$ cat config.mk
export PLATFORM = sky130hd
export DESIGN_NAME = record_field_deframer
export DESIGN_NICKNAME = d
export VERILOG_FILES = /design/src/rfd_pkg.sv /design/src/record_field_deframer.sv /design/src/rfd_core.sv /design/src/rfd_out_buf.sv
export SDC_FILE = /design/constraint.sdc
export NUM_CORES = 1
export LEC_CHECK = 0
export CORE_MARGIN = 3
export CORE_UTILIZATION = 45
export CTS_CLUSTER_SIZE = 28
export DETAILED_ROUTE_END_ITERATION = 7
export DONT_BUFFER_PORTS = 1
export PLACE_DENSITY = 0.58
export SLEW_MARGIN = 20
export SYNTH_ARGS = -nofsm -noshare
export SYNTH_HDL_FRONTEND = slang
export SYNTH_SLANG_ARGS = --single-unit
$ cat constraint.sdc
create_clock -name clk -period 7.7 [get_ports clk]
set_input_delay 1.54 -clock clk [delete_from_list [all_inputs] [get_ports clk]]
set_output_delay 1.54 -clock clk [all_outputs]
set_load 0.01 [all_outputs]
$ cat src/rfd_pkg.sv
`default_nettype none

package rfd_pkg;

  localparam int MAX_FIELDS_DEF        = 16;
  localparam int MAX_PAYLOAD_BYTES_DEF = 65536;

  localparam logic [7:0] LEN_VARIABLE = 8'h00;
  localparam logic [7:0] LEN_INVALID  = 8'hff;
  localparam int         PREFIX_BYTES = 4;

  localparam logic [7:0]  BEGIN_MARKER_RST = 8'd1;
  localparam logic [7:0]  END_MARKER_RST   = 8'd2;

  typedef enum logic [2:0] {
    PH_WAIT     = 3'd0,
    PH_FIRST    = 3'd1,
    PH_ID       = 3'd2,
    PH_PREFIX   = 3'd3,
    PH_PAYLOAD  = 3'd4,
    PH_SKIP     = 3'd5,
    PH_BADBEGIN = 3'd6
  } phase_t;

  typedef enum logic [1:0] {
    KIND_DATA  = 2'd0,
    KIND_OK    = 2'd1,
    KIND_ERR   = 2'd2,
    KIND_EMPTY = 2'd3
  } kind_t;

  typedef enum logic [2:0] {
    ERR_NONE      = 3'd0,
    ERR_BAD_BEGIN = 3'd1,
    ERR_BAD_LEN   = 3'd2,
    ERR_TRUNC     = 3'd3,
    ERR_EMPTY     = 3'd4,
    ERR_TOO_LONG  = 3'd5
  } err_t;

  typedef enum logic [2:0] {
    REG_BEGIN_MARKER = 3'd0,
    REG_END_MARKER   = 3'd1,
    REG_FIELD_COUNT  = 3'd2,
    REG_LENGTHS_LOW  = 3'd3,
    REG_LENGTHS_HIGH = 3'd4
  } reg_idx_t;

  typedef struct packed {
    logic [7:0]  begin_marker;
    logic [7:0]  end_marker;
    logic [4:0]  field_count;
    logic [63:0] lengths_low;
    logic [63:0] lengths_high;
  } cfg_t;

  typedef struct packed {
    kind_t       kind;
    logic [3:0]  field_id;
    logic [7:0]  payload_byte;
    logic        field_first;
    logic        field_last;
    logic [30:0] field_length;
    err_t        error_code;
  } result_t;

endpackage

`default_nettype wire

$ cat src/record_field_deframer.sv
// record_field_deframer
// Splits a byte stream of records into tagged payload words.
// Input channel: in_valid/in_ready with in_data_byte and in_buffer_last, one
// buffer byte per word; in_buffer_last marks the final byte of a buffer.
// Result channel: out_valid/out_ready with kind, field id, payload byte,
// first/last marks, field length and error code. A byte gives zero or one
// result word; id/prefix bytes give one only on error, end marker or empty field.
// Configuration: cfg_we/cfg_index/cfg_data write the markers, field count and
// packed length codes; write only while the block is idle.
// Throughput: one byte per cycle while in_ready is high; each byte updates the
// parse state in the cycle it is accepted.
// A result is written into the output buffer when its byte is accepted.
// A two-word output buffer separates the sides: input keeps flowing while one
// result waits, and in_ready drops only when both entries are held.
// Reset (rst_n low, synchronous) loads the default configuration, empties the
// output buffer and returns the parser to waiting for a begin marker.
`default_nettype none

module record_field_deframer #(
  parameter int MAX_FIELDS        = rfd_pkg::MAX_FIELDS_DEF,
  parameter int MAX_PAYLOAD_BYTES = rfd_pkg::MAX_PAYLOAD_BYTES_DEF
) (
  input  wire logic        clk,
  input  wire logic        rst_n,

  input  wire logic        cfg_we,
  input  wire logic [2:0]  cfg_index,
  input  wire logic [63:0] cfg_data,

  input  wire logic        in_valid,
  output logic             in_ready,
  input  wire logic [7:0]  in_data_byte,
  input  wire logic        in_buffer_last,

  output logic             out_valid,
  input  wire logic        out_ready,
  output logic [1:0]       out_kind,
  output logic [3:0]       out_field_id,
  output logic [7:0]       out_payload_byte,
  output logic             out_field_first,
  output logic             out_field_last,
  output logic [30:0]      out_field_length,
  output logic [2:0]       out_error_code
);

  rfd_pkg::cfg_t    cfg_r;
  rfd_pkg::result_t core_res;
  rfd_pkg::result_t buf_res;
  logic             core_res_valid;
  logic             buf_full;
  logic             in_accept;

  assign in_ready  = !buf_full;
  assign in_accept = in_valid && in_ready;

  always_ff @(posedge clk) begin
    if (!rst_n) begin
      cfg_r.begin_marker <= rfd_pkg::BEGIN_MARKER_RST;
      cfg_r.end_marker   <= rfd_pkg::END_MARKER_RST;
      cfg_r.field_count  <= '0;
      cfg_r.lengths_low  <= '0;
      cfg_r.lengths_high <= '0;
    end else if (cfg_we) begin
      case (cfg_index)
        rfd_pkg::REG_BEGIN_MARKER: cfg_r.begin_marker <= cfg_data[7:0];
        rfd_pkg::REG_END_MARKER:   cfg_r.end_marker   <= cfg_data[7:0];
        rfd_pkg::REG_FIELD_COUNT:  cfg_r.field_count  <= cfg_data[4:0];
        rfd_pkg::REG_LENGTHS_LOW:  cfg_r.lengths_low  <= cfg_data;
        rfd_pkg::REG_LENGTHS_HIGH: cfg_r.lengths_high <= cfg_data;
        default: ;
      endcase
    end
  end

  rfd_core #(
    .MAX_FIELDS        (MAX_FIELDS),
    .MAX_PAYLOAD_BYTES (MAX_PAYLOAD_BYTES)
  ) u_core (
    .clk       (clk),
    .rst_n     (rst_n),
    .cfg       (cfg_r),
    .step_en   (in_accept),
    .in_data   (in_data_byte),
    .in_last   (in_buffer_last),
    .res       (core_res),
    .res_valid (core_res_valid)
  );

  rfd_out_buf u_out_buf (
    .clk       (clk),
    .rst_n     (rst_n),
    .push      (in_accept && core_res_valid),
    .din       (core_res),
    .full      (buf_full),
    .out_valid (out_valid),
    .out_ready (out_ready),
    .dout      (buf_res)
  );

  assign out_kind         = buf_res.kind;
  assign out_field_id     = buf_res.field_id;
  assign out_payload_byte = buf_res.payload_byte;
  assign out_field_first  = buf_res.field_first;
  assign out_field_last   = buf_res.field_last;
  assign out_field_length = buf_res.field_length;
  assign out_error_code   = buf_res.error_code;

endmodule

`default_nettype wire

$ cat src/rfd_core.sv
`default_nettype none

module rfd_core #(
  parameter int MAX_FIELDS        = rfd_pkg::MAX_FIELDS_DEF,
  parameter int MAX_PAYLOAD_BYTES = rfd_pkg::MAX_PAYLOAD_BYTES_DEF
) (
  input  wire logic            clk,
  input  wire logic            rst_n,
  input  wire rfd_pkg::cfg_t   cfg,
  input  wire logic            step_en,
  input  wire logic [7:0]      in_data,
  input  wire logic            in_last,
  output rfd_pkg::result_t     res,
  output logic                 res_valid
);

  localparam int TW = $clog2(MAX_PAYLOAD_BYTES + 1);
  localparam logic [7:0]    MAX_FIELDS_B = 8'(MAX_FIELDS);
  localparam logic [TW:0]   MAX_FIX      = (TW + 1)'(MAX_PAYLOAD_BYTES);
  localparam logic [32:0]   MAX_VAR      = 33'(MAX_PAYLOAD_BYTES);
  localparam logic [1:0]    PREFIX_LAST  = 2'(rfd_pkg::PREFIX_BYTES - 1);

  rfd_pkg::phase_t phase_r, phase_nxt;
  logic [3:0]      cur_field_r, cur_field_nxt;
  logic [30:0]     bytes_left_r, bytes_left_nxt;
  logic [1:0]      prefix_idx_r, prefix_idx_nxt;
  logic [31:0]     prefix_val_r, prefix_val_nxt;
  logic [TW-1:0]   total_r, total_nxt;

  logic            id_defined;
  logic [7:0]      len_code;
  logic [TW:0]     fix_sum;
  logic            fix_over;
  logic [31:0]     pv_new;
  logic [32:0]     var_sum;
  logic            var_over;
  logic [30:0]     bl_dec;

  logic            do_take;
  logic            fin;
  rfd_pkg::kind_t  fin_kind;
  rfd_pkg::err_t   fin_code;

  assign id_defined = (in_data < {3'b000, cfg.field_count}) && (in_data < MAX_FIELDS_B)
                   && (in_data < 8'd16);
  assign len_code   = in_data[3] ? cfg.lengths_high[8*in_data[2:0] +: 8]
                                 : cfg.lengths_low[8*in_data[2:0] +: 8];
  assign fix_sum    = {1'b0, total_r} + (TW + 1)'(len_code);
  assign fix_over   = fix_sum > MAX_FIX;
  assign pv_new     = prefix_val_r | ({24'b0, in_data} << {prefix_idx_r, 3'b000});
  assign var_sum    = (33)'(total_r) + {1'b0, pv_new};
  assign var_over   = pv_new[31] || (var_sum > MAX_VAR);
  assign bl_dec     = bytes_left_r - 31'd1;

  always_comb begin
    phase_nxt      = phase_r;
    cur_field_nxt  = cur_field_r;
    bytes_left_nxt = bytes_left_r;
    prefix_idx_nxt = prefix_idx_r;
    prefix_val_nxt = prefix_val_r;
    total_nxt      = total_r;
    res_valid      = 1'b0;
    res            = '0;
    do_take        = 1'b0;
    fin            = 1'b0;
    fin_kind       = rfd_pkg::KIND_ERR;
    fin_code       = rfd_pkg::ERR_NONE;

    case (phase_r)
      rfd_pkg::PH_FIRST, rfd_pkg::PH_BADBEGIN: begin
        if (in_last) begin
          fin      = 1'b1;
          fin_code = rfd_pkg::ERR_EMPTY;
        end else if (phase_r == rfd_pkg::PH_BADBEGIN) begin
          fin      = 1'b1;
          fin_code = rfd_pkg::ERR_BAD_BEGIN;
        end else begin
          do_take = 1'b1;
        end
      end
      rfd_pkg::PH_ID: begin
        do_take = 1'b1;
      end
      rfd_pkg::PH_PREFIX: begin
        prefix_val_nxt = pv_new;
        if (in_last) begin
          fin      = 1'b1;
          fin_code = rfd_pkg::ERR_TRUNC;
        end else if (prefix_idx_r != PREFIX_LAST) begin
          prefix_idx_nxt = prefix_idx_r + 2'd1;
        end else begin
          prefix_idx_nxt = '0;
          if (var_over) begin
            fin      = 1'b1;
            fin_code = rfd_pkg::ERR_TOO_LONG;
          end else if (pv_new == 32'd0) begin
            phase_nxt    = rfd_pkg::PH_ID;
            res_valid    = 1'b1;
            res.kind     = rfd_pkg::KIND_EMPTY;
            res.field_id = cur_field_r;
          end else begin
            bytes_left_nxt = pv_new[30:0];
            total_nxt      = total_r + pv_new[TW-1:0];
            phase_nxt      = rfd_pkg::PH_PAYLOAD;
          end
        end
      end
      rfd_pkg::PH_PAYLOAD: begin
        if (in_last) begin
          fin      = 1'b1;
          fin_code = rfd_pkg::ERR_TRUNC;
        end else begin
          res_valid        = 1'b1;
          res.kind         = rfd_pkg::KIND_DATA;
          res.field_id     = cur_field_r;
          res.payload_byte = in_data;
          res.field_first  = ({1'b0, bytes_left_r} == prefix_val_r);
          res.field_last   = (bytes_left_r <= 31'd1);
          res.field_length = prefix_val_r[30:0];
          if (bytes_left_r != 31'd0) begin
            bytes_left_nxt = bl_dec;
          end
          if (bytes_left_r <= 31'd1) begin
            phase_nxt = rfd_pkg::PH_ID;
          end
        end
      end
      rfd_pkg::PH_SKIP: begin
        if (in_last) begin
          phase_nxt = rfd_pkg::PH_WAIT;
        end
      end
      default: begin
        // waiting for the begin marker
        cur_field_nxt  = '0;
        bytes_left_nxt = '0;
        prefix_idx_nxt = '0;
        prefix_val_nxt = '0;
        total_nxt      = '0;
        if (in_last) begin
          fin      = 1'b1;
          fin_code = rfd_pkg::ERR_EMPTY;
        end else if (in_data == cfg.begin_marker) begin
          phase_nxt = rfd_pkg::PH_FIRST;
        end else begin
          phase_nxt = rfd_pkg::PH_BADBEGIN;
        end
      end
    endcase

    if (do_take) begin
      if (!id_defined) begin
        fin = 1'b1;
        if (in_data == cfg.end_marker) begin
          fin_kind = rfd_pkg::KIND_OK;
        end else begin
          fin_code = rfd_pkg::ERR_BAD_LEN;
        end
      end else if (len_code == rfd_pkg::LEN_INVALID) begin
        fin      = 1'b1;
        fin_code = rfd_pkg::ERR_BAD_LEN;
      end else if (in_last) begin
        fin      = 1'b1;
        fin_code = rfd_pkg::ERR_TRUNC;
      end else begin
        cur_field_nxt = in_data[3:0];
        if (len_code == rfd_pkg::LEN_VARIABLE) begin
          prefix_idx_nxt = '0;
          prefix_val_nxt = '0;
          phase_nxt      = rfd_pkg::PH_PREFIX;
        end else if (fix_over) begin
          fin      = 1'b1;
          fin_code = rfd_pkg::ERR_TOO_LONG;
        end else begin
          prefix_val_nxt = {24'b0, len_code};
          bytes_left_nxt = {23'b0, len_code};
          total_nxt      = fix_sum[TW-1:0];
          phase_nxt      = rfd_pkg::PH_PAYLOAD;
        end
      end
    end

    if (fin) begin
      res_valid      = 1'b1;
      res            = '0;
      res.kind       = fin_kind;
      res.error_code = fin_code;
      phase_nxt      = in_last ? rfd_pkg::PH_WAIT : rfd_pkg::PH_SKIP;
    end
  end

  always_ff @(posedge clk) begin
    if (!rst_n) begin
      phase_r      <= rfd_pkg::PH_WAIT;
      cur_field_r  <= '0;
      bytes_left_r <= '0;
      prefix_idx_r <= '0;
      prefix_val_r <= '0;
      total_r      <= '0;
    end else if (step_en) begin
      phase_r      <= phase_nxt;
      cur_field_r  <= cur_field_nxt;
      bytes_left_r <= bytes_left_nxt;
      prefix_idx_r <= prefix_idx_nxt;
      prefix_val_r <= prefix_val_nxt;
      total_r      <= total_nxt;
    end
  end

endmodule

`default_nettype wire

$ cat src/rfd_out_buf.sv
`default_nettype none

module rfd_out_buf (
  input  wire logic              clk,
  input  wire logic              rst_n,
  input  wire logic              push,
  input  wire rfd_pkg::result_t  din,
  output logic                   full,
  output logic                   out_valid,
  input  wire logic              out_ready,
  output rfd_pkg::result_t       dout
);

  rfd_pkg::result_t slot0_r, slot0_nxt;
  rfd_pkg::result_t slot1_r, slot1_nxt;
  logic [1:0]       cnt_r, cnt_nxt;
  logic             pop;

  assign pop       = out_valid && out_ready;
  assign out_valid = (cnt_r != 2'd0);
  assign full      = (cnt_r == 2'd2);
  assign dout      = slot0_r;

  always_comb begin
    slot0_nxt = slot0_r;
    slot1_nxt = slot1_r;
    cnt_nxt   = cnt_r;
    if (pop) begin
      slot0_nxt = slot1_r;
    end
    if (push) begin
      if ((cnt_r == 2'd0) || (pop && (cnt_r == 2'd1))) begin
        slot0_nxt = din;
      end else begin
        slot1_nxt = din;
      end
    end
    if (push && !pop) begin
      cnt_nxt = cnt_r + 2'd1;
    end else if (pop && !push) begin
      cnt_nxt = cnt_r - 2'd1;
    end
  end

  always_ff @(posedge clk) begin
    if (!rst_n) begin
      cnt_r <= '0;
    end else begin
      cnt_r <= cnt_nxt;
    end
  end

  always_ff @(posedge clk) begin
    slot0_r <= slot0_nxt;
    slot1_r <= slot1_nxt;
  end

  a_cnt_range: assert property (@(posedge clk) disable iff (!rst_n) cnt_r != 2'd3)
    else $error("output buffer count out of range");

  a_no_overflow: assert property (@(posedge clk) disable iff (!rst_n) push |-> !full)
    else $error("word pushed into full output buffer");

  a_pop_count: assert property (@(posedge clk) disable iff (!rst_n)
    (rst_n && pop && !push) |=> (cnt_r == $past(cnt_r) - 2'd1))
    else $error("output buffer count not reduced on pop");

  a_push_head: assert property (@(posedge clk) disable iff (!rst_n)
    (rst_n && push && (cnt_r == 2'd0)) |=> (dout == $past(din)))
    else $error("word pushed into empty buffer not at head");

endmodule

`default_nettype wire
* Word-level counts from Yosys, hierarchy flattened
Index checks and enable logic that the tools add are counted.
Word-level totals: flip-flop bits (word level) 340
Operators by class: multiplexer cells 117, add/subtract/negate cells 7, reduce and logical (&&, ||, !) cells 32, equality and inequality tests 17, order comparisons 5, shift operators 3, bitwise gates (word level) 2
Operator list (count):
- two-way mux 31 bit | 12
- two-way mux 50 bit | 4
- two-way mux 32 bit | 6
- two-way mux 17 bit | 10
- variable part select 64 x 7 -> 8 bit | 2
- case mux 31 bit (3 select lines) | 1
- two-way mux 3 bit | 29
- case mux 32 bit (2 select lines) | 1
- two-way mux 45 bit | 1
- two-way mux 41 bit | 1
- case mux 17 bit (2 select lines) | 1
- adder 17 x 32 -> 33 bit | 1
- > comparator 33 x 17 -> 1 bit (second input constant) | 1
- equality test 31 x 32 -> 1 bit | 1
- logical NOT 32 bit | 1
- bitwise OR 32 bit | 1
- left shift 8 x 5 -> 32 bit | 1
- <= comparator 31 x 1 -> 1 bit (second input constant) | 1
- nonzero test 31 bit | 1
- subtractor 31 x 1 -> 31 bit (second input constant) | 1
- two-way mux 2 bit | 13
- two-way mux 6 bit | 4
- case mux 3 bit (4 select lines) | 2
- two-way mux 1 bit | 21
- other kinds (35) | 66

* Logic depth before layout (Yosys ltp)
Gate-level depths: netlist of run 1.
depth in word-level cells 21, gate-level depth with buffers 25, depth with buffers taken out 21

* Hierarchy
A second synthesis of run 1 with hierarchy kept.
Unflattened totals: cells, all modules 2160, area total of the unflattened synthesis 20279.4 µm²
By module, submodules not included:
- rfd_core | cells each 1367, seq. area each 1781.7 µm², area an instance 10386.2 µm², instances 1
- record_field_deframer | cells each 562, seq. area each 2982.9 µm², area an instance 5575.3 µm², instances 1
- rfd_out_buf | cells each 231, seq. area each 2542.4 µm², area an instance 4317.9 µm², instances 1

* Least setup slack after synthesis of run 1
OpenSTA, ideal clock, no wires.
path kind input -> register, start in in_data_byte[1], end reg u_out_buf.slot1_r[0] in the netlist's numbering (enable), arrival 6.622 ns, data required time 7.287 ns, setup slack 0.665 ns, library setup time 0.413 ns, stages on the path 17, cell sequence buf_4 > buf_6 > buf_2 > buf_1 > a21o_1 > fa_1 > a211oi_2 > o211ai_1 > o211ai_2 > a221oi_2 > or4_1 > or4_4 > o31a_4 > o31ai_4 > nor2_1 > nor2_1 > and2_1
Between the ends: word-level cells in the longest chain between the ends 18
RTL lines:
- start, declared | line record_field_deframer.sv:32 | input wire logic [7:0] in_data_byte,
- left shift 8 x 5 -> 32 bit | line rfd_core.sv:50 | assign pv_new = prefix_val_r | ({24'b0, in_data} << {prefix_idx_r, 3'b000});
- bitwise OR 32 bit | line rfd_core.sv:50
- adder 17 x 32 -> 33 bit | line rfd_core.sv:51 | assign var_sum = (33)'(total_r) + {1'b0, pv_new};
- > comparator 33 x 17 -> 1 bit | line rfd_core.sv:52 | assign var_over = pv_new[31] || (var_sum > MAX_VAR);
- logical OR 1 bit | line rfd_core.sv:52
- two-way mux 1 bit | line rfd_core.sv:93 | if (var_over) begin
- two-way mux 1 bit | line rfd_core.sv:89 | end else if (prefix_idx_r != PREFIX_LAST) begin
- two-way mux 1 bit | line rfd_core.sv:86 | if (in_last) begin
- (+2 left out)
- two-way mux 1 bit | line rfd_core.sv:167 | if (len_code == rfd_pkg::LEN_VARIABLE) begin
- two-way mux 1 bit | line rfd_core.sv:162 | end else if (in_last) begin
- two-way mux 1 bit | line rfd_core.sv:159 | end else if (len_code == rfd_pkg::LEN_INVALID) begin
- two-way mux 1 bit | line rfd_core.sv:152 | if (!id_defined) begin
- two-way mux 1 bit | line rfd_core.sv:151 | if (do_take) begin
- two-way mux 1 bit * | line rfd_core.sv:183 | if (fin) begin
- logical AND 1 bit * | line record_field_deframer.sv:92 | .push (in_accept && core_res_valid),
- AND reduction 2 bit (no line) *
- end signal, assigned | line rfd_out_buf.sv:55 | slot1_r <= slot1_nxt;
- end, declared | line rfd_out_buf.sv:15 | rfd_pkg::result_t slot1_r, slot1_nxt;
Every way passes the cells marked *; elsewhere a longest branch is shown, timed or not. A chain may end at the register's enable or synchronous reset.

==> results of run 1 <==
## placed cells by master (no fill, tap or decap), drive strengths merged, types with 16 or more instances in the layout
master  instances
xnor2          25
a21o           31
nor3           37
a211oi         20
mux2i          55
nor2          186
ha             36
buf            30
a22o           16
dfxtp         290
xor2           46
a21oi         287
nand3          39
nand4          18
a22oi          37
mux4           32
inv            30
nand2         423
nor4           37
edfxtp         50
a221oi         16
and2           58
and3           16
clkbuf         48
o21ai          77
o211ai         18
## kinds of logic after synthesis
logic type	Yosys count	synth area share, %
AND/OR/NAND/NOR	882	21.3
flip-flops	340	38.8
buffers and inverters	202	4.33
AO/OA/AOI/OAI	645	22.3
adder cells (fa/ha/maj)	38	2.60
multiplexers	98	7.43
XOR/XNOR	71	3.30
## power by group through the flow
stage | Sequential, mW | Clock, mW | Combinational (mW)
after floorplan | 2.25 | 0 | 0.983
after global placement | 2.34 | 0 | 1.21
after detailed placement | 2.35 | 0 | 1.24
after CTS | 2.31 | 1.84 | 1.24
after global routing | 2.33 | 1.90 | 1.38
final | 2.31 | 1.79 | 1.24
## path summary, 6_finish.rpt
kind / slack, ns / depth (start not counted) / endpoint / from
setup / recovery: 1.16 / 18 / u_out_buf.dout[0]$_DFF_P_ / in_data_byte[2]
hold / removal: 0.45 / 2 / cfg_r[17]$_SDFFE_PN0P_ / cfg_r[17]$_SDFFE_PN0P_
setup reg to reg: 1.22 / 16 / u_core.total_r[1]$_SDFFE_PN0P_ / u_core.prefix_idx_r[0]$_SDFFE_PN0P_
hold reg to reg: 0.45 / 2 / cfg_r[17]$_SDFFE_PN0P_ / cfg_r[17]$_SDFFE_PN0P_
## flip-flops by register name, indices dropped and copies added (netlist names)
signal / flops
cfg_r: 149
u_out_buf.dout: 50
u_out_buf.slot1_r: 50
u_core.phase_r: 3
u_core.cur_field_r: 4
u_core.prefix_val_r: 32
u_core.bytes_left_r: 31
u_out_buf.cnt_r: 2
u_core.total_r: 17
u_core.prefix_idx_r: 2
## critical path: stages
cell and delay, ns:
nor2b_1 0.39, a22oi_1 0.20, nand2_1 0.19, ha_1 0.23, inv_1 0.07, fa_1 0.43, nor2b_1 0.22, o2111ai_1 0.17
and4b_1 0.32, nor2_1 0.33, o211ai_1 0.17, or4_1 0.68, a22oi_1 0.26, o211ai_1 0.40, o21ai_4 0.68, buf_4 0.44
nand2_1 0.10, o21a_1 0.12
## area by class of cell
cell class	count	area share, %
Clock buffer	48	5.08
Clock inverter	18	0.876
Inverter	30	0.580
Multi-Input combinational cell	1734	53.0
Sequential cell	340	36.0
Tap cell	532	3.28
Timing Repair Buffer	30	1.19
## routing by layer
layer  vias to the layer above  share of wire, %
li1                       8005                 -
met5                         -                 0
met1                      8086                42
met3                       187               7.5
met2                       745                45
met4                         0               5.6
==> impl_metrics.py, run 1 <==
metrics = {
    "logic_synthesis": {
        "seq_total_area_yosys_pct": 38.8,
        "synth.cell_area_sq_um": 18800,
        "post-synth-top-count-cell": "nand2_1",
        "postSynthAreaPerCell_sq_um": 8.28,
        "synth.distinct_cells": 96,
        "top_area_cells_in_the_synthesized_netlist": "dfxtp_1 (31%), nand2_1 (8.4%), edfxtp_1 (8.0%), a21oi_1 (7.6%), mux4_2 (3.8%)",
        "syn-instance-count": 2276,
        "ys_dominant_reg_cell": "dfxtp_1",
        "list_of_most_frequent_post_synthesis_cells": "nand2_1 (423), dfxtp_1 (290), a21oi_1 (286)",
        "synth-warning-count": 0,
        "postSynthRegisterBits": 340,
        "proportion_of_register_bits_with_asynchronous_set_or_reset_after_synthesis_pct": 0,
        "post-synth-top-area-cell": "dfxtp_1",
        "mappedNetlistNets": 2395,
        "synth-edff-count": 50,
        "synth_top_area_share_pct": 30.8,
    },
    "timing": {
        "layout_min_cycle_time_ns": 6.54,
        "final_max_slew_viol_count": 0,
        "report.final.setup_viol": 0,
        "worst_pin_slew_ns": 0.927,
        "fin_tns_setup_ns": 0,
        "post-route-period-util_pct": 85.0,
        "rsz_0062_raised_after_global_routing": "false",
        "postLayoutSetupSlackWorst_ns": 1.16,
        "fin_hold_ws_ns": 0.452,
        "finalHoldViolCount": 0,
        "fmax_ghz": 0.153,
        "fin_skew_ns": 0.0244,
        "slew_headroom_pct": 37.7,
    },
    "cells_and_area": {
        "area_of_the_multi_input_gates_sq_um": 10700,
        "final_core_utilization_pct": 49.3,
        "flow.area_growth_from_synthesis_pct": 7.70,
        "antenna_cells": 0,
        "design.final.nets": 2294,
        "sequential_area_sq_um": 7310,
        "layout.filler_cells": 4064,
        "stdcell_area_sq_um": 20300,
        "fin_cells": 2732,
        "layout-drive-gt1-share_pct": 8.00,
    },
    "clocking": {
        "clock_tree.htree_level_count": 2,
        "clockRootBuffer": "clkbuf_16",
        "clock_latency_ns": 0.55,
        "cts_max_path_buffers": 3,
        "tritoncts.num_buffers": 39,
        "tritoncts": "yes",
        "clkTransAtPathRegs_ns": 0.06,
        "cts.repair_timing.setup_buffer_count": 0,
        "post_cts_hold_buffer_count": 0,
        "cts.sinks": 340,
        "ctsResizeCount": 0,
    },
    "route": {
        "drt_wl_total_um": 62700,
        "dr.first_iter.drc_count": 1419,
        "first_pass_iteration_count_of_the_detailed_router": 6,
        "post_drt_wl_per_cell_um": 23.0,
        "count_of_vias_placed_by_the_detailed_router": 17000,
        "post-route-drc-count": 0,
        "viasPerCell": 6.23,
        "final_antenna_net_count": 0,
    },
    "placed_design": {
        "buffer_ports.inserted": 0,
        "dp.cells": 2666,
        "dp_hpwl_um": 43900,
        "globalplace.congestion": 0.979,
        "place_worst_setup_slack_ns": 0.688,
        "post_dp_cell_area_sq_um": 19100,
    },
    "power_and_ir_drop": {
        "share_clk_of_total_power_pct": 33.6,
        "combPwrFrac_pct": 23.3,
        "irDropWorstVdd_v": 0.000167,
        "leakage_nw": 7.43,
        "post-layout-total-power_mw": 5.34,
        "power_per_cell_area_nw_per_um2": 263,
        "power.share.sequential_pct": 43.1,
        "swShare_pct": 33.3,
        "p_sw_mw": 1.78,
        "internal_power_mw": 3.56,
    },
    "floorplanning": {
        "num_rows": 74,
        "fp.coreArea_sq_um": 41100,
        "boundaryPins": 133,
        "die_height_um": 211,
        "initial_utilization_pct": 45.8,
        "die-width_um": 211,
        "fp.dieArea_sq_um": 44300,
    },
    "setup_path": {
        "setup.worst_path.end_class": "flop",
        "timing.critical_path.required_ns": 8.14,
        "worst_ep_arrival_time_ns": 6.98,
        "start_kind": "input port",
        "criticalPathCategory": "in -> reg",
        "maximum_fanout_along_the_worst_path": 33,
    },
    "worst_hold_path": {
        "hold_path.class": "reg -> reg",
    },
    "grt": {
        "busiest_layer": "met2",
        "grt.met2_usage_pct": 44.2,
        "grt_first_pass_wirelength_um": 97000,
        "global_route.usage.total_pct": 27.7,
        "antenna_found_initial": 0,
        "met1_track_usage_gr_pct": 36.4,
        "grt.overflow.total": 0,
        "grt_start_max_net_pins": 112,
        "global_route.usage.met3_pct": 4.84,
        "first_global_vias": 16100,
    },
    "run": {
        "drv_cap": 0,
    },
    "outcome": {
        "run_status": "complete, no violations",
    },
}
No activity file was read; power rests on OpenSTA's default activity.
==> run 2: changes to the inputs <==
==> constraint.sdc (replaced) <==
create_clock -name clk -period 6.3 [get_ports clk]
set_input_delay 1.26 -clock clk [delete_from_list [all_inputs] [get_ports clk]]
set_output_delay 1.26 -clock clk [all_outputs]
set_load 0.01 [all_outputs]
==> run 2 against run 1 <==
Against the previous run: sequential share of layout area fell by 0.45 points; worst hold slack improved by 0.00054 ns; cell count rose by 0.88%; combinational power rose by 25%; largest cell class unchanged; largest power group unchanged; highest routed layer unchanged.
==> impl_metrics.py, run 2 (synthesized netlist as in run 1, its figures left out) <==
metrics = {
    "outcome": {
        "run_status": "complete, no violations",
    },
    "worst_hold_path": {
        "hold_path.class": "reg -> reg",
        "timing.hold.worst_endpoint": "cfg_r[103]$_SDFFE_PN0P_",
        "hold_path_startpoint": "cfg_r[103]$_SDFFE_PN0P_",
        "hold_path_depth": 2,
    },
    "placed_design": {
        "buffer_ports.inserted": 0,
        "globalplace.congestion": 1.01,
        "dp_hpwl_um": 43800,
        "post_dp_cell_area_sq_um": 19300,
        "dp.cells": 2688,
    },
    "clocking": {
        "tritoncts": "yes",
        "ctsResizeCount": 0,
        "clkTransAtPathRegs_ns": 0.06,
        "clockRootBuffer": "clkbuf_16",
        "tritoncts.num_buffers": 38,
        "clock_tree.htree_level_count": 2,
        "cts.sinks": 340,
        "cts_max_path_buffers": 3,
        "cts.repair_timing.setup_buffer_count": 0,
        "clock_latency_ns": 0.56,
        "post_cts_hold_buffer_count": 0,
    },
    "cells_and_area": {
        "layout-drive-gt1-share_pct": 9.22,
        "antenna_cells": 0,
        "stdcell_area_sq_um": 20500,
        "layout_commonest_cell": "nand2_1",
        "largest_register_ff_count": 149,
        "fin_cells": 2756,
        "mostFrequentLayoutCells": "nand2_1 (423), dfxtp_1 (290), a21oi_1 (286)",
        "final_core_utilization_pct": 50.0,
        "flow.area_growth_from_synthesis_pct": 9.06,
        "top_register": "cfg_r",
        "design.final.nets": 2316,
    },
    "route": {
        "final_antenna_net_count": 0,
        "first_pass_iteration_count_of_the_detailed_router": 6,
        "post_drt_wl_per_cell_um": 22.7,
        "count_of_vias_placed_by_the_detailed_router": 17100,
        "viasPerCell": 6.20,
        "post-route-drc-count": 0,
        "dr.first_iter.drc_count": 1444,
        "drt_wl_total_um": 62700,
    },
    "grt": {
        "grt_first_pass_wirelength_um": 96900,
        "first_global_vias": 16200,
        "grt.met2_usage_pct": 43.2,
        "met1_track_usage_gr_pct": 36.7,
        "global_route.usage.met3_pct": 5.06,
        "busiest_layer": "met2",
        "global_route.usage.total_pct": 27.6,
        "grt.overflow.total": 0,
        "grt_start_max_net_pins": 140,
        "antenna_found_initial": 0,
    },
    "run": {
        "drv_cap": 0,
    },
    "power_and_ir_drop": {
        "leakage_nw": 7.59,
        "power_per_cell_area_nw_per_um2": 322,
        "post-layout-total-power_mw": 6.62,
        "irDropWorstVdd_v": 0.000232,
    },
    "floorplanning": {
        "fp.coreArea_sq_um": 41100,
        "num_rows": 74,
        "die-width_um": 211,
        "die_height_um": 211,
        "initial_utilization_pct": 45.8,
        "boundaryPins": 133,
        "fp.dieArea_sq_um": 44300,
    },
    "setup_path": {
        "criticalPathCategory": "reg -> reg",
        "start_kind": "flop",
        "r2r_start": "u_core.prefix_idx_r[0]$_SDFFE_PN0P_",
        "r2r.worst_path.cells": 17,
        "regToRegEndpoint": "u_out_buf.dout[0]$_DFF_P_",
        "maximum_fanout_along_the_worst_path": 16,
        "setup.worst_path.end_class": "flop",
        "r2r_slack_ns": 0.45,
        "worst_ep_arrival_time_ns": 6.30,
        "timing.critical_path.required_ns": 6.75,
    },
    "timing": {
        "slew_headroom_pct": 29.3,
        "fmax_ghz": 0.171,
        "post-route-period-util_pct": 92.9,
        "rsz_0062_raised_after_global_routing": "false",
        "finalHoldViolCount": 0,
        "fin_skew_ns": 0.0241,
        "final_max_slew_viol_count": 0,
        "fin_tns_setup_ns": 0,
        "layout_min_cycle_time_ns": 5.85,
        "worst_pin_slew_ns": 1.06,
        "report.final.setup_viol": 0,
    },
}
[run 2: critical path, stage by stage, from the launching register on]
cell and delay (ns):
dfxtp_1 0.70, nor2_1 0.22, a21oi_1 0.46, inv_1 0.16
ha_1 0.25, fa_1 0.50, a211oi_2 0.35, o21ai_2 0.15
a311oi_2 0.30, xnor2_1 0.17, or3_1 0.37, or4_4 0.44
o31a_4 0.41, nand2b_1 0.30, buf_4 0.24, and2_1 0.15
a221o_1 0.39, o21a_1 0.19
[run 2: worst max path at each step]
| stage | from | endpoint | slack [ns] | cells after the start |
|---|---|---|---|---|
| after floorplan | in_data_byte[1] | u_out_buf.slot1_r[0]$_DFFE_PP_ | 0.08 | 17 |
| after global placement | in_data_byte[0] | u_out_buf.dout[0]$_DFF_P_ | 0.24 | 16 |
| after detailed placement | in_data_byte[0] | u_out_buf.dout[0]$_DFF_P_ | 0.25 | 16 |
| after CTS | u_core.prefix_idx_r[0]$_SDFFE_PN0P_ | u_out_buf.dout[0]$_DFF_P_ | 0.57 | 17 |
| after global routing | u_core.prefix_idx_r[0]$_SDFFE_PN0P_ | u_core.bytes_left_r[8]$_SDFFE_PN0P_ | 0.21 | 17 |
| final | u_core.prefix_idx_r[0]$_SDFFE_PN0P_ | u_out_buf.dout[0]$_DFF_P_ | 0.45 | 17 |
[run 2: through the flow]
| step | setup slack [ns] | hold slack (ns) |
|---|---|---|
| final | 0.448 | 0.452 |
| after global routing | 0.206 | 0.472 |
| after CTS | 0.565 | 0.454 |
| after detailed placement | 0.245 | 0.447 |
| after global placement | 0.236 | 0.439 |
| after floorplan | 0.0835 | 0.433 |
[run 2: cell type report]
class / count / area, sq um
fill: 3980 / 20600
multi-input combinational: 1734 / 10700
sequential: 340 / 7310
clock buffer: 55 / 1150
tap: 532 / 666
timing repair buffer: 53 / 435
clock inverter: 12 / 121
inverter: 30 / 118
[run 2: routing by layer]
metal,part of all wire [%],vias to the layer above
met2,45,771
met5,0,-
met4,5.4,0
li1,-,8042
met1,42,8089
met3,7.5,185
[run 2: power by group]
group | internal (mW) | switching (mW) | leakage (nW)
Combinational | 0.593 | 0.958 | 4.13
Sequential | 2.50 | 0.317 | 2.83
Clock | 1.34 | 0.907 | 0.622
